==> src/rtl/sieg_pkg.sv <==
// ----------------------------------------------------------------------------
// sieg_pkg
// Types and constants of the signed interleaved exp-Golomb decoder.
// ----------------------------------------------------------------------------
package sieg_pkg;

  localparam int unsigned COUNT_W         = 16;
  localparam int unsigned COEF_W          = 32;
  localparam int unsigned QUEUE_DEPTH_DEF = 2;

  localparam logic [COUNT_W-1:0] COUNT_RESET = 16'd1024;
  localparam logic [COEF_W-1:0]  ACC_LIMIT   = 32'h8000_0000;

  typedef enum logic [1:0] {
    CMD_DATA    = 2'd0,
    CMD_PAD     = 2'd1,
    CMD_RESTART = 2'd2,
    CMD_UNUSED  = 2'd3
  } sieg_cmd_t;

  typedef enum logic [1:0] {
    PH_START  = 2'd0,
    PH_FOLLOW = 2'd1,
    PH_DATA   = 2'd2,
    PH_SIGN   = 2'd3
  } sieg_phase_t;

  typedef struct packed {
    sieg_cmd_t  cmd;
    logic [7:0] coded_byte;
  } sieg_in_t;

  typedef struct packed {
    logic signed [COEF_W-1:0] coefficient;
    logic                     last_of_item;
    logic                     block_done;
  } sieg_out_t;

  // Queue entry: a restart marker or eight code bits.
  typedef struct packed {
    logic       restart;
    logic [7:0] bits;
  } sieg_entry_t;

endpackage

==> src/rtl/sieg_front.sv <==
// ----------------------------------------------------------------------------
// sieg_front
// Input stage: accepts commands, drops unused codes, expands pad bytes.
// ----------------------------------------------------------------------------
module sieg_front (
  input  logic                 in_valid,
  output logic                 in_stall,
  input  sieg_pkg::sieg_in_t   in_data,
  input  logic                 q_full,
  output logic                 push,
  output sieg_pkg::sieg_entry_t push_data
);
  import sieg_pkg::*;

  logic accept;

  assign in_stall = q_full;
  assign accept   = in_valid && !q_full;

  always_comb begin
    push              = 1'b0;
    push_data.restart = 1'b0;
    push_data.bits    = in_data.coded_byte;
    unique case (in_data.cmd)
      CMD_DATA: begin
        push = accept;
      end
      CMD_PAD: begin
        push           = accept;
        push_data.bits = 8'hFF;
      end
      CMD_RESTART: begin
        push              = accept;
        push_data.restart = 1'b1;
      end
      default: begin
        push = 1'b0;
      end
    endcase
  end

endmodule

==> src/rtl/sieg_queue.sv <==
// ----------------------------------------------------------------------------
// sieg_queue
// Small FIFO between the input stage and the bit decoder.
// ----------------------------------------------------------------------------
module sieg_queue #(
  parameter int unsigned DEPTH = sieg_pkg::QUEUE_DEPTH_DEF
) (
  input  logic                  clk,
  input  logic                  rst_n,
  input  logic                  push,
  input  sieg_pkg::sieg_entry_t push_data,
  output logic                  full,
  input  logic                  pop,
  output sieg_pkg::sieg_entry_t head,
  output logic                  head_valid
);
  import sieg_pkg::*;

  localparam int unsigned PW = (DEPTH > 1) ? $clog2(DEPTH) : 1;
  localparam int unsigned CW = $clog2(DEPTH + 1);
  localparam logic [PW-1:0] LAST_PTR  = PW'(DEPTH - 1);
  localparam logic [CW-1:0] FULL_CNT  = CW'(DEPTH);

  sieg_entry_t   mem_r [DEPTH];
  logic [PW-1:0] wr_ptr_r, wr_ptr_nxt;
  logic [PW-1:0] rd_ptr_r, rd_ptr_nxt;
  logic [CW-1:0] cnt_r, cnt_nxt;

  assign full       = (cnt_r == FULL_CNT);
  assign head_valid = (cnt_r != '0);
  assign head       = mem_r[rd_ptr_r];

  always_comb begin
    wr_ptr_nxt = wr_ptr_r;
    rd_ptr_nxt = rd_ptr_r;
    cnt_nxt    = cnt_r;
    if (push) begin
      wr_ptr_nxt = (wr_ptr_r == LAST_PTR) ? '0 : wr_ptr_r + PW'(1);
    end
    if (pop) begin
      rd_ptr_nxt = (rd_ptr_r == LAST_PTR) ? '0 : rd_ptr_r + PW'(1);
    end
    if (push && !pop) begin
      cnt_nxt = cnt_r + CW'(1);
    end else if (pop && !push) begin
      cnt_nxt = cnt_r - CW'(1);
    end
  end

  always_ff @(posedge clk) begin
    if (!rst_n) begin
      wr_ptr_r <= '0;
      rd_ptr_r <= '0;
      cnt_r    <= '0;
    end else begin
      wr_ptr_r <= wr_ptr_nxt;
      rd_ptr_r <= rd_ptr_nxt;
      cnt_r    <= cnt_nxt;
    end
  end

  always_ff @(posedge clk) begin
    if (push) begin
      mem_r[wr_ptr_r] <= push_data;
    end
  end

endmodule

==> src/rtl/sieg_back.sv <==
// ----------------------------------------------------------------------------
// sieg_back
// Bit decoder: one code bit per cycle through the four-phase machine, with a
// registered result stage; an empty queue or a held result pauses it.
// ----------------------------------------------------------------------------
module sieg_back (
  input  logic                        clk,
  input  logic                        rst_n,
  input  logic [sieg_pkg::COUNT_W-1:0] cfg_count,
  input  sieg_pkg::sieg_entry_t       head,
  input  logic                        head_valid,
  output logic                        pop,
  output logic                        out_valid,
  input  logic                        out_stall,
  output sieg_pkg::sieg_out_t         out_data
);
  import sieg_pkg::*;

  // True if the bits below position idx emit a result, starting from the
  // start phase (the phase after any emission).
  function automatic logic more_emits(logic [7:0] bits, logic [2:0] idx);
    sieg_phase_t ph;
    logic        found;
    ph    = PH_START;
    found = 1'b0;
    for (int j = 6; j >= 0; j--) begin
      if (j < int'(idx) && !found) begin
        unique case (ph)
          PH_START: begin
            if (bits[j]) found = 1'b1;
            else         ph    = PH_DATA;
          end
          PH_FOLLOW: ph = bits[j] ? PH_SIGN : PH_DATA;
          PH_DATA:   ph = PH_FOLLOW;
          PH_SIGN:   found = 1'b1;
        endcase
      end
    end
    return found;
  endfunction

  sieg_phase_t         phase_r, phase_nxt;
  logic [COEF_W-1:0]   acc_r, acc_nxt;
  logic [COUNT_W-1:0]  count_r, count_nxt;
  logic                busy_r, busy_nxt;
  logic [7:0]          byte_r, byte_nxt;
  logic [2:0]          idx_r, idx_nxt;
  logic                out_valid_r, out_valid_nxt;
  sieg_out_t           out_data_r, out_data_nxt;

  logic [7:0]          src_byte;
  logic [2:0]          src_idx;
  logic                have_bit;
  logic                bit_val;
  logic                active;
  logic                emit;
  logic                out_free;
  logic                step;
  logic                restart_go;
  logic [COEF_W:0]     grown;
  logic [COEF_W-1:0]   acc_sat;
  logic [COEF_W-1:0]   mag;
  logic [COEF_W-1:0]   coef;
  logic [COUNT_W-1:0]  count_inc;
  logic                is_last;

  // Bit source: the held byte, or the queue head for its first bit.
  assign src_byte = busy_r ? byte_r : head.bits;
  assign src_idx  = busy_r ? idx_r : 3'd7;
  assign have_bit = busy_r || (head_valid && !head.restart);
  assign bit_val  = src_byte[src_idx];

  assign active   = (count_r < cfg_count);
  assign emit     = active && ((phase_r == PH_START && bit_val) || phase_r == PH_SIGN);
  assign out_free = !out_valid_r || !out_stall;
  assign step     = have_bit && (!emit || out_free);

  assign restart_go = !busy_r && head_valid && head.restart;
  assign pop        = restart_go || (!busy_r && head_valid && !head.restart && step);

  assign grown     = {acc_r, 1'b0} + {{COEF_W{1'b0}}, bit_val};
  assign acc_sat   = (grown > {1'b0, ACC_LIMIT}) ? ACC_LIMIT : grown[COEF_W-1:0];
  assign mag       = (acc_r == '0) ? '0 : acc_r - COEF_W'(1);
  assign coef      = (phase_r == PH_SIGN) ? (bit_val ? ('0 - mag) : mag) : '0;
  assign count_inc = count_r + COUNT_W'(1);
  assign is_last   = (src_idx == 3'd0) || (count_inc >= cfg_count) ||
                     !more_emits(src_byte, src_idx);

  always_comb begin
    phase_nxt = phase_r;
    acc_nxt   = acc_r;
    count_nxt = count_r;
    busy_nxt  = busy_r;
    byte_nxt  = byte_r;
    idx_nxt   = idx_r;
    if (restart_go) begin
      phase_nxt = PH_START;
      acc_nxt   = '0;
      count_nxt = '0;
    end else if (step) begin
      byte_nxt = src_byte;
      idx_nxt  = src_idx - 3'd1;
      busy_nxt = (src_idx != 3'd0);
      if (active) begin
        unique case (phase_r)
          PH_START: begin
            if (bit_val) begin
              acc_nxt = '0;
            end else begin
              acc_nxt   = COEF_W'(1);
              phase_nxt = PH_DATA;
            end
          end
          PH_FOLLOW: phase_nxt = bit_val ? PH_SIGN : PH_DATA;
          PH_DATA: begin
            acc_nxt   = acc_sat;
            phase_nxt = PH_FOLLOW;
          end
          PH_SIGN: begin
            acc_nxt   = '0;
            phase_nxt = PH_START;
          end
        endcase
      end
      if (emit) begin
        count_nxt = count_inc;
      end
    end
  end

  always_comb begin
    out_valid_nxt = out_valid_r;
    out_data_nxt  = out_data_r;
    if (step && emit) begin
      out_valid_nxt             = 1'b1;
      out_data_nxt.coefficient  = coef;
      out_data_nxt.last_of_item = is_last;
      out_data_nxt.block_done   = (count_inc == cfg_count);
    end else if (!out_stall) begin
      out_valid_nxt = 1'b0;
    end
  end

  always_ff @(posedge clk) begin
    if (!rst_n) begin
      phase_r     <= PH_START;
      acc_r       <= '0;
      count_r     <= '0;
      busy_r      <= 1'b0;
      idx_r       <= '0;
      out_valid_r <= 1'b0;
    end else begin
      phase_r     <= phase_nxt;
      acc_r       <= acc_nxt;
      count_r     <= count_nxt;
      busy_r      <= busy_nxt;
      idx_r       <= idx_nxt;
      out_valid_r <= out_valid_nxt;
    end
  end

  always_ff @(posedge clk) begin
    byte_r     <= byte_nxt;
    out_data_r <= out_data_nxt;
  end

  assign out_valid = out_valid_r;
  assign out_data  = out_data_r;

endmodule

==> src/rtl/signed_interleaved_exp_golomb_decoder_unit.sv <==
// ----------------------------------------------------------------------------
// signed_interleaved_exp_golomb_decoder_unit
// Signed interleaved exp-Golomb coefficient decoder, top level.
// ----------------------------------------------------------------------------
// Usage:
//   Input channel (in_valid / in_stall / in_data): one command per transaction,
//   a coded byte (bits used MSB first), a pad byte of eight 1 bits, or a
//   restart that clears phase, accumulator and coefficient count. The unused
//   command code is accepted and dropped.
//   Result channel (out_valid / out_stall / out_data): one decoded coefficient
//   per transaction, with last_of_item on the final result of a command and
//   block_done when the count reaches cfg_count.
//   Config (cfg_we / cfg_wdata): coefficient count per block, write while idle.
// Timing:
//   The decoder resolves one code bit per cycle unless a held result stops it
//   or no bit is available. With the decoder idle, a result from the first bit
//   of a byte is registered in the queue and then in the result register
//   before it reaches out_valid.
//   A QUEUE_DEPTH-entry queue lets new commands in while the decoder works.
//   When out_stall holds a result, the decoder stops at the next bit that
//   would emit; the queue fills and then in_stall rises.
// Reset (rst_n, synchronous): phase start, count zero, coefficient count 1024,
//   queue empty, no result pending.
// ----------------------------------------------------------------------------
module signed_interleaved_exp_golomb_decoder_unit #(
  parameter int unsigned QUEUE_DEPTH = sieg_pkg::QUEUE_DEPTH_DEF
) (
  input  logic                         clk,
  input  logic                         rst_n,
  input  logic                         in_valid,
  output logic                         in_stall,
  input  sieg_pkg::sieg_in_t           in_data,
  output logic                         out_valid,
  input  logic                         out_stall,
  output sieg_pkg::sieg_out_t          out_data,
  input  logic                         cfg_we,
  input  logic [sieg_pkg::COUNT_W-1:0] cfg_wdata
);
  import sieg_pkg::*;

  // Coefficient count register
  logic [COUNT_W-1:0] cfg_count_r, cfg_count_nxt;

  // Front-to-queue and queue-to-decoder links
  logic        q_push;
  sieg_entry_t q_push_data;
  logic        q_full;
  logic        q_pop;
  sieg_entry_t q_head;
  logic        q_head_valid;

  assign cfg_count_nxt = cfg_we ? cfg_wdata : cfg_count_r;

  always_ff @(posedge clk) begin
    if (!rst_n) begin
      cfg_count_r <= COUNT_RESET;
    end else begin
      cfg_count_r <= cfg_count_nxt;
    end
  end

  // Front: take commands, drop unused codes, expand pads
  sieg_front u_front (
    .in_valid  (in_valid),
    .in_stall  (in_stall),
    .in_data   (in_data),
    .q_full    (q_full),
    .push      (q_push),
    .push_data (q_push_data)
  );

  // Decoupling queue
  sieg_queue #(
    .DEPTH (QUEUE_DEPTH)
  ) u_queue (
    .clk        (clk),
    .rst_n      (rst_n),
    .push       (q_push),
    .push_data  (q_push_data),
    .full       (q_full),
    .pop        (q_pop),
    .head       (q_head),
    .head_valid (q_head_valid)
  );

  // Back: bit-serial phase machine and result register
  sieg_back u_back (
    .clk        (clk),
    .rst_n      (rst_n),
    .cfg_count  (cfg_count_r),
    .head       (q_head),
    .head_valid (q_head_valid),
    .pop        (q_pop),
    .out_valid  (out_valid),
    .out_stall  (out_stall),
    .out_data   (out_data)
  );

endmodule

==> config.mk <==
export PLATFORM = sky130hd
export DESIGN_NAME = signed_interleaved_exp_golomb_decoder_unit
export DESIGN_NICKNAME = d
export VERILOG_FILES = /design/src/rtl/sieg_pkg.sv /design/src/rtl/sieg_front.sv /design/src/rtl/sieg_queue.sv /design/src/rtl/sieg_back.sv /design/src/rtl/signed_interleaved_exp_golomb_decoder_unit.sv
export SDC_FILE = /design/constraint.sdc
export NUM_CORES = 1
export LEC_CHECK = 0
export BUFFER_PORTS_ARGS = -buffer_cell sky130_fd_sc_hd__buf_2
export CORE_ASPECT_RATIO = 0.5
export CORE_MARGIN = 5
export CORE_UTILIZATION = 56
export DETAILED_ROUTE_END_ITERATION = 16
export HOLD_SLACK_MARGIN = 0.03
export PLACE_DENSITY = 0.83
export SETUP_SLACK_MARGIN = 0.2
export SYNTH_ARGS = -nofsm -noshare
export SYNTH_HDL_FRONTEND = slang
export SYNTH_SLANG_ARGS = --single-unit
export TNS_END_PERCENT = 1
==> constraint.sdc <==
create_clock -name clk -period 5.9 [get_ports clk]
set_clock_uncertainty 0.15 [all_clocks]
set_input_delay 1.475 -clock clk [delete_from_list [all_inputs] [get_ports clk]]
set_output_delay 1.475 -clock clk [all_outputs]
set_load 0.1 [all_outputs]
==> results by stage <==
CTS:
- The clock net in this run drives a total of 136 sinks.
- The root buffer cell chosen for the clock tree is sky130_fd_sc_hd__clkbuf_16.
- CTS built an H-tree with a depth of 4.
- The clock tree from TritonCTS is yes.
- After clock tree synthesis, the clock-pin slew on the worst setup and hold paths is 0.06 ns.
- Counting along the longest clock path gives a buffer depth of 2.
- The number of hold-repair buffers added at the cts stage is 0.
- For the worst-skew pair, the clock arrives at the later sink with an insertion delay of 0.44 ns.
- The number of clock buffers inserted by TritonCTS is 17.

Global route:
- The total congestion overflow is 0.
- The number of antenna violations at the first check in global routing was 0.
- The overall fraction of global-route tracks in use is 25.4%.
- The number of global-route vias before repair is 7916.
- The pin count of the biggest net entering global routing is 50.
- The first-pass GRT wire length is 39.9 mm.

Status:
- The run finished with clean final reports.

Power and ir drop:
- In this run switching power makes up 49.8% of total power.
- Summing internal, switching and leakage power gives 6.89 mW.
- The internal portion of the total power is 3.46 mW.
- The share of total power dissipated in the clock network is 16.0%.
- IR analysis of the VDD net gives a maximum drop of 0.366 mV.
- The net switching power figure is 3.43 mW.
- The logic gate share of total power is 64.7%.
- The part of the total power dissipated in sequential elements is 19.2%.
- The static power due to leakage is 4.44 nW.
- For this design the ratio of total power to cell area is 630 nW/um^2.

Logic synthesis:
- After synthesis, the netlist uses 74 different library cells.
- The synthesized net count is 1186.
- The dominant combinational cell family by area after synthesis is simple AND/OR/NAND/NOR gates.
- The most used flip-flop cell after synthesis is sky130_fd_sc_hd__dfxtp_1.
- Counting instances in the post-synthesis netlist gives the leading cell types as sky130_fd_sc_hd__nor2_1 (102), sky130_fd_sc_hd__a21oi_1 (88), sky130_fd_sc_hd__dfxtp_1 (76), sky130_fd_sc_hd__nand2_1 (76), sky130_fd_sc_hd__ha_1 (61).
- The most common cell in the synthesized netlist is sky130_fd_sc_hd__nor2_1.
- For this run, the number of Yosys warnings is 0.
- Multiplexer cells account for 3.92% of the synthesized area.
- The post-synthesis average cell area is 8.58 sq um.
- The top cell type by area accounts for 19.2% of the synthesized area.
- Summing the sequential cell areas from Yosys gives 35.4% of the chip area.
- In the synthesized netlist the async set-or-reset flop fraction comes to 0%.
- The cell taking the most area after synthesis is sky130_fd_sc_hd__edfxtp_1.
- After Yosys synthesis, XOR and XNOR cells account for 5.97% of the synthesized area.
- Synthesis inferred 136 register bits.
- Yosys mapped a number of flops with a built-in enable equal to 60.
- By area the synthesized netlist is led by sky130_fd_sc_hd__edfxtp_1 (19%), sky130_fd_sc_hd__dfxtp_1 (16%), sky130_fd_sc_hd__ha_1 (8.1%).
- The combined area of all synthesized cells is 9380 sq um.
- The gate count after technology mapping is 1094.
- The simple-gate portion of the synthesized area is 25.1%.
- Summing the areas of all compound-gate instances in the mapped netlist gives 16.5% of the synthesized area.
- Of the total synthesized cell area, the portion taken by full adders, half adders and majority gates is 8.14%.

Setup path:
- Of all nets on the critical path, the largest fanout is 5.
- The launching element of the worst setup path is u_queue.mem_r[1][6].
- In this run the number of cells on the critical path is 31.
- On the critical path, the stage with the largest delay is an instance of sky130_fd_sc_hd__a2111oi_4.
- The data arrival time of the critical path is 5.89 ns.
- The classification of the worst setup path is register to register.
- The capturing element type of the critical path is a register.
- Counting both buffers and inverters, the worst setup path holds a total of 4.
- The endpoint identified for the worst register-to-register timing path is u_back.out_data[1].
- The launch point of the worst reg-to-reg path is u_queue.mem_r[1][6].
- The critical path ends at u_back.out_data[1].
- Counting cells, the worst reg-to-reg path comes to 31.
- The required time of the worst setup path is 5.92 ns.
- In this design, the stage delay of the slowest critical-path cell is 0.40 ns.
- The startpoint type of the worst setup path is a register.
- Among cell families on the critical path, the largest total delay comes from simple AND/OR/NAND/NOR gates.
- The cell that appears most often on the critical path is sky130_fd_sc_hd__ha_4.
- The worst register-to-register path has a setup slack of 0.03 ns.

Timing:
- Setup repair after global routing could not meet its margin everywhere.
- The number of hold violations in the final report is 0.
- At the pin with the least slew margin, the transition time is 1.15 ns.
- After layout, the worst path uses 99.5% of the clock period.
- In this run the tightest slew margin relative to its limit is 23.2%.
- The total count of max-transition violations in the final report is 0.
- The final worst slack is 0.0309 ns.
- The fmax is 170 MHz.
- Setup violations remaining at the end of the flow were counted as 0.
- The smallest clock period supported by the final layout is computed as 5.87 ns.

Placed design:
- The last weighted congestion value of the routability-driven placer is 0.934.
- The wire-length estimate of the detail-placed layout is 18.2 mm.
- Before CTS, the worst setup slack after placement is -0.277 ns.
- In this run the tool buffered the top-level ports with 66 buffer cells.
- The instance area at placement is 9930 sq um.

Worst hold path:
- The kind of path behind the tightest hold check is register to register.

Detailed routing:
- Across all layers, the routed design uses 8669 vias.
- The number of iterations in the first detailed-routing pass is 5.
- The number of DRC markers in iteration 0 is 799.
- The remaining number of nets flagged by the antenna check after routing is 0.
- In the final routed layout, each cell accounts on average for 18.8 microns.
- In the routed design, unresolved DRC markers number 0.
- The via density per instance is 6.26.
- The final routed wirelength across all metal layers is 26.0 mm.

Final layout:
- The share of layout cells above drive strength 1 is 18.9%.
- After routing the design area is 10900 sq um.
- The net count of the finished layout is 1236.
- The number of antenna repair diodes is 0.
- Compared with the post-synthesis result, the final layout area differs by 16.5%.

Floorplanning:
- For this design the top-level I/O count stands at 67.
- The die area is 19600 sq um.
- The core region is 16400 sq um.
- The row count is 33.
- The overall die width is 193 microns.
- The die span in y is 102 microns.
- Once the floorplan was initialized, standard cells occupied 57.2% of the core.

Job:
- Max-cap violations in this run came to 0.
==> metrics by stage <==
stage | util, % | TNS (ns) | cells | hold WS, ns
floorplan | - | 0 | 1094 | 0.314
global placement | 60.6 | 0 | 1341 | 0.344
detailed placement | 60.6 | -0.277 | 1341 | 0.360
CTS | 64.8 | 0 | 1374 | 0.369
global route | 66.7 | -0.159 | 1384 | 0.394
finish | 66.7 | 0 | 1384 | 0.365
==> worst register-to-register path: cells and delay by family, from the launching register on <==
family | cells | cell delay, ns
simple gates | 12 | 1.98
flops | 1 | 0.37
buf+inv | 4 | 0.40
compound gates | 10 | 1.81
fa+ha+maj | 5 | 0.89
==> flip-flops by register name, summed over array words and instances, names as in the netlist, named ones only <==
| signal | count |
|---|---|
| u_back.byte_r | 8 |
| u_back.acc_r | 32 |
| u_back.idx_r | 3 |
| u_queue.mem_r | 18 |
| u_queue.cnt_r | 2 |
| u_back.out_data | 34 |
| cfg_count_r | 16 |
| u_back.out_valid | 1 |
| u_back.count_r | 16 |
| u_queue.wr_ptr_r | 1 |
| u_queue.rd_ptr_r | 1 |
| u_back.busy_r | 1 |
| u_back.phase_r | 2 |
==> area by class of cell <==
type	instances	area [sq um]
clock buffers	21	493
clock inverters	11	115
fillers	1260	5460
inverters	51	191
multi-input cells	842	5960
flip-flops and latches	136	3330
well taps	227	284
repair buffers	96	556
==> layer usage <==
metal,GRT usage (%),vias up,wire length [microns]
met4,7.78,0,631
met2,39.4,406,11700
met1,35.7,4154,11700
li1,-,4046,-
met5,0,-,0
met3,5.96,63,2090
==> cells in the final DEF (no fill, tap or decap), types with 11 or more instances in the layout <==
cell / netlist / final
sky130_fd_sc_hd__and2_1: 12 / 11
sky130_fd_sc_hd__nand2_1: 76 / 74
sky130_fd_sc_hd__a21oi_1: 88 / 84
sky130_fd_sc_hd__clkbuf_16: 0 / 19
sky130_fd_sc_hd__nand4_1: 11 / 11
sky130_fd_sc_hd__buf_2: 8 / 66
sky130_fd_sc_hd__xnor2_1: 44 / 44
sky130_fd_sc_hd__or3_1: 16 / 14
sky130_fd_sc_hd__nor4_1: 11 / 11
sky130_fd_sc_hd__edfxtp_1: 60 / 60
sky130_fd_sc_hd__nor3_1: 41 / 34
sky130_fd_sc_hd__dfxtp_1: 76 / 74
sky130_fd_sc_hd__a31oi_1: 13 / 13
sky130_fd_sc_hd__and3_1: 13 / 12
sky130_fd_sc_hd__xor2_1: 20 / 20
sky130_fd_sc_hd__a21o_1: 13 / 13
sky130_fd_sc_hd__buf_4: 0 / 30
sky130_fd_sc_hd__inv_1: 51 / 46
sky130_fd_sc_hd__nor2_1: 102 / 100
sky130_fd_sc_hd__mux2i_1: 30 / 30
sky130_fd_sc_hd__nand3_1: 56 / 56
sky130_fd_sc_hd__nor2b_1: 30 / 27
sky130_fd_sc_hd__o21ai_0: 34 / 31
sky130_fd_sc_hd__ha_1: 61 / 49
sky130_fd_sc_hd__o21a_1: 14 / 14
sky130_fd_sc_hd__nand2b_1: 22 / 20
==> kinds of logic (layout without fill, tap and decap cells) <==
kind of cell    Yosys count  in the layout
simple gates            443            443
compound gates          240            240
flops                   136            136
buf+inv                 116            179
xor+xnor                 64             64
fa+ha+maj                61             61
mux                      34             34
==> power by group through the flow <==
stage	Clock [mW]	Sequential, mW	Combinational [mW]
finish	1.10	1.33	4.46
global route	1.15	1.34	4.72
CTS	1.10	1.32	3.57
detailed placement	0	1.33	3.44
global placement	0	1.33	3.25
floorplan	0	1.89	2.10
==> what timing repair did <==
item                                    in CTS  in global routing
pin swaps                                    3                 22
setup buffers                                1                 10
endpoints found under the setup margin       1                  1
resized for setup                           17                 50
==> worst min-delay path by stage <==
stage	startpoint	end	slack, ns	cells past startpoint
after global placement	u_queue.cnt_r[1]	u_queue.cnt_r[1]	0.34	2
after detailed placement	cfg_count_r[12]	cfg_count_r[12]	0.36	2
after CTS	u_back.acc_r[30]	u_back.acc_r[30]	0.37	2
after floorplan	u_back.acc_r[26]	u_back.acc_r[26]	0.31	2
after global routing	u_back.acc_r[30]	u_back.acc_r[30]	0.39	2
final	cfg_count_r[2]	cfg_count_r[2]	0.36	2
Power figures use the tool's default switching activity.
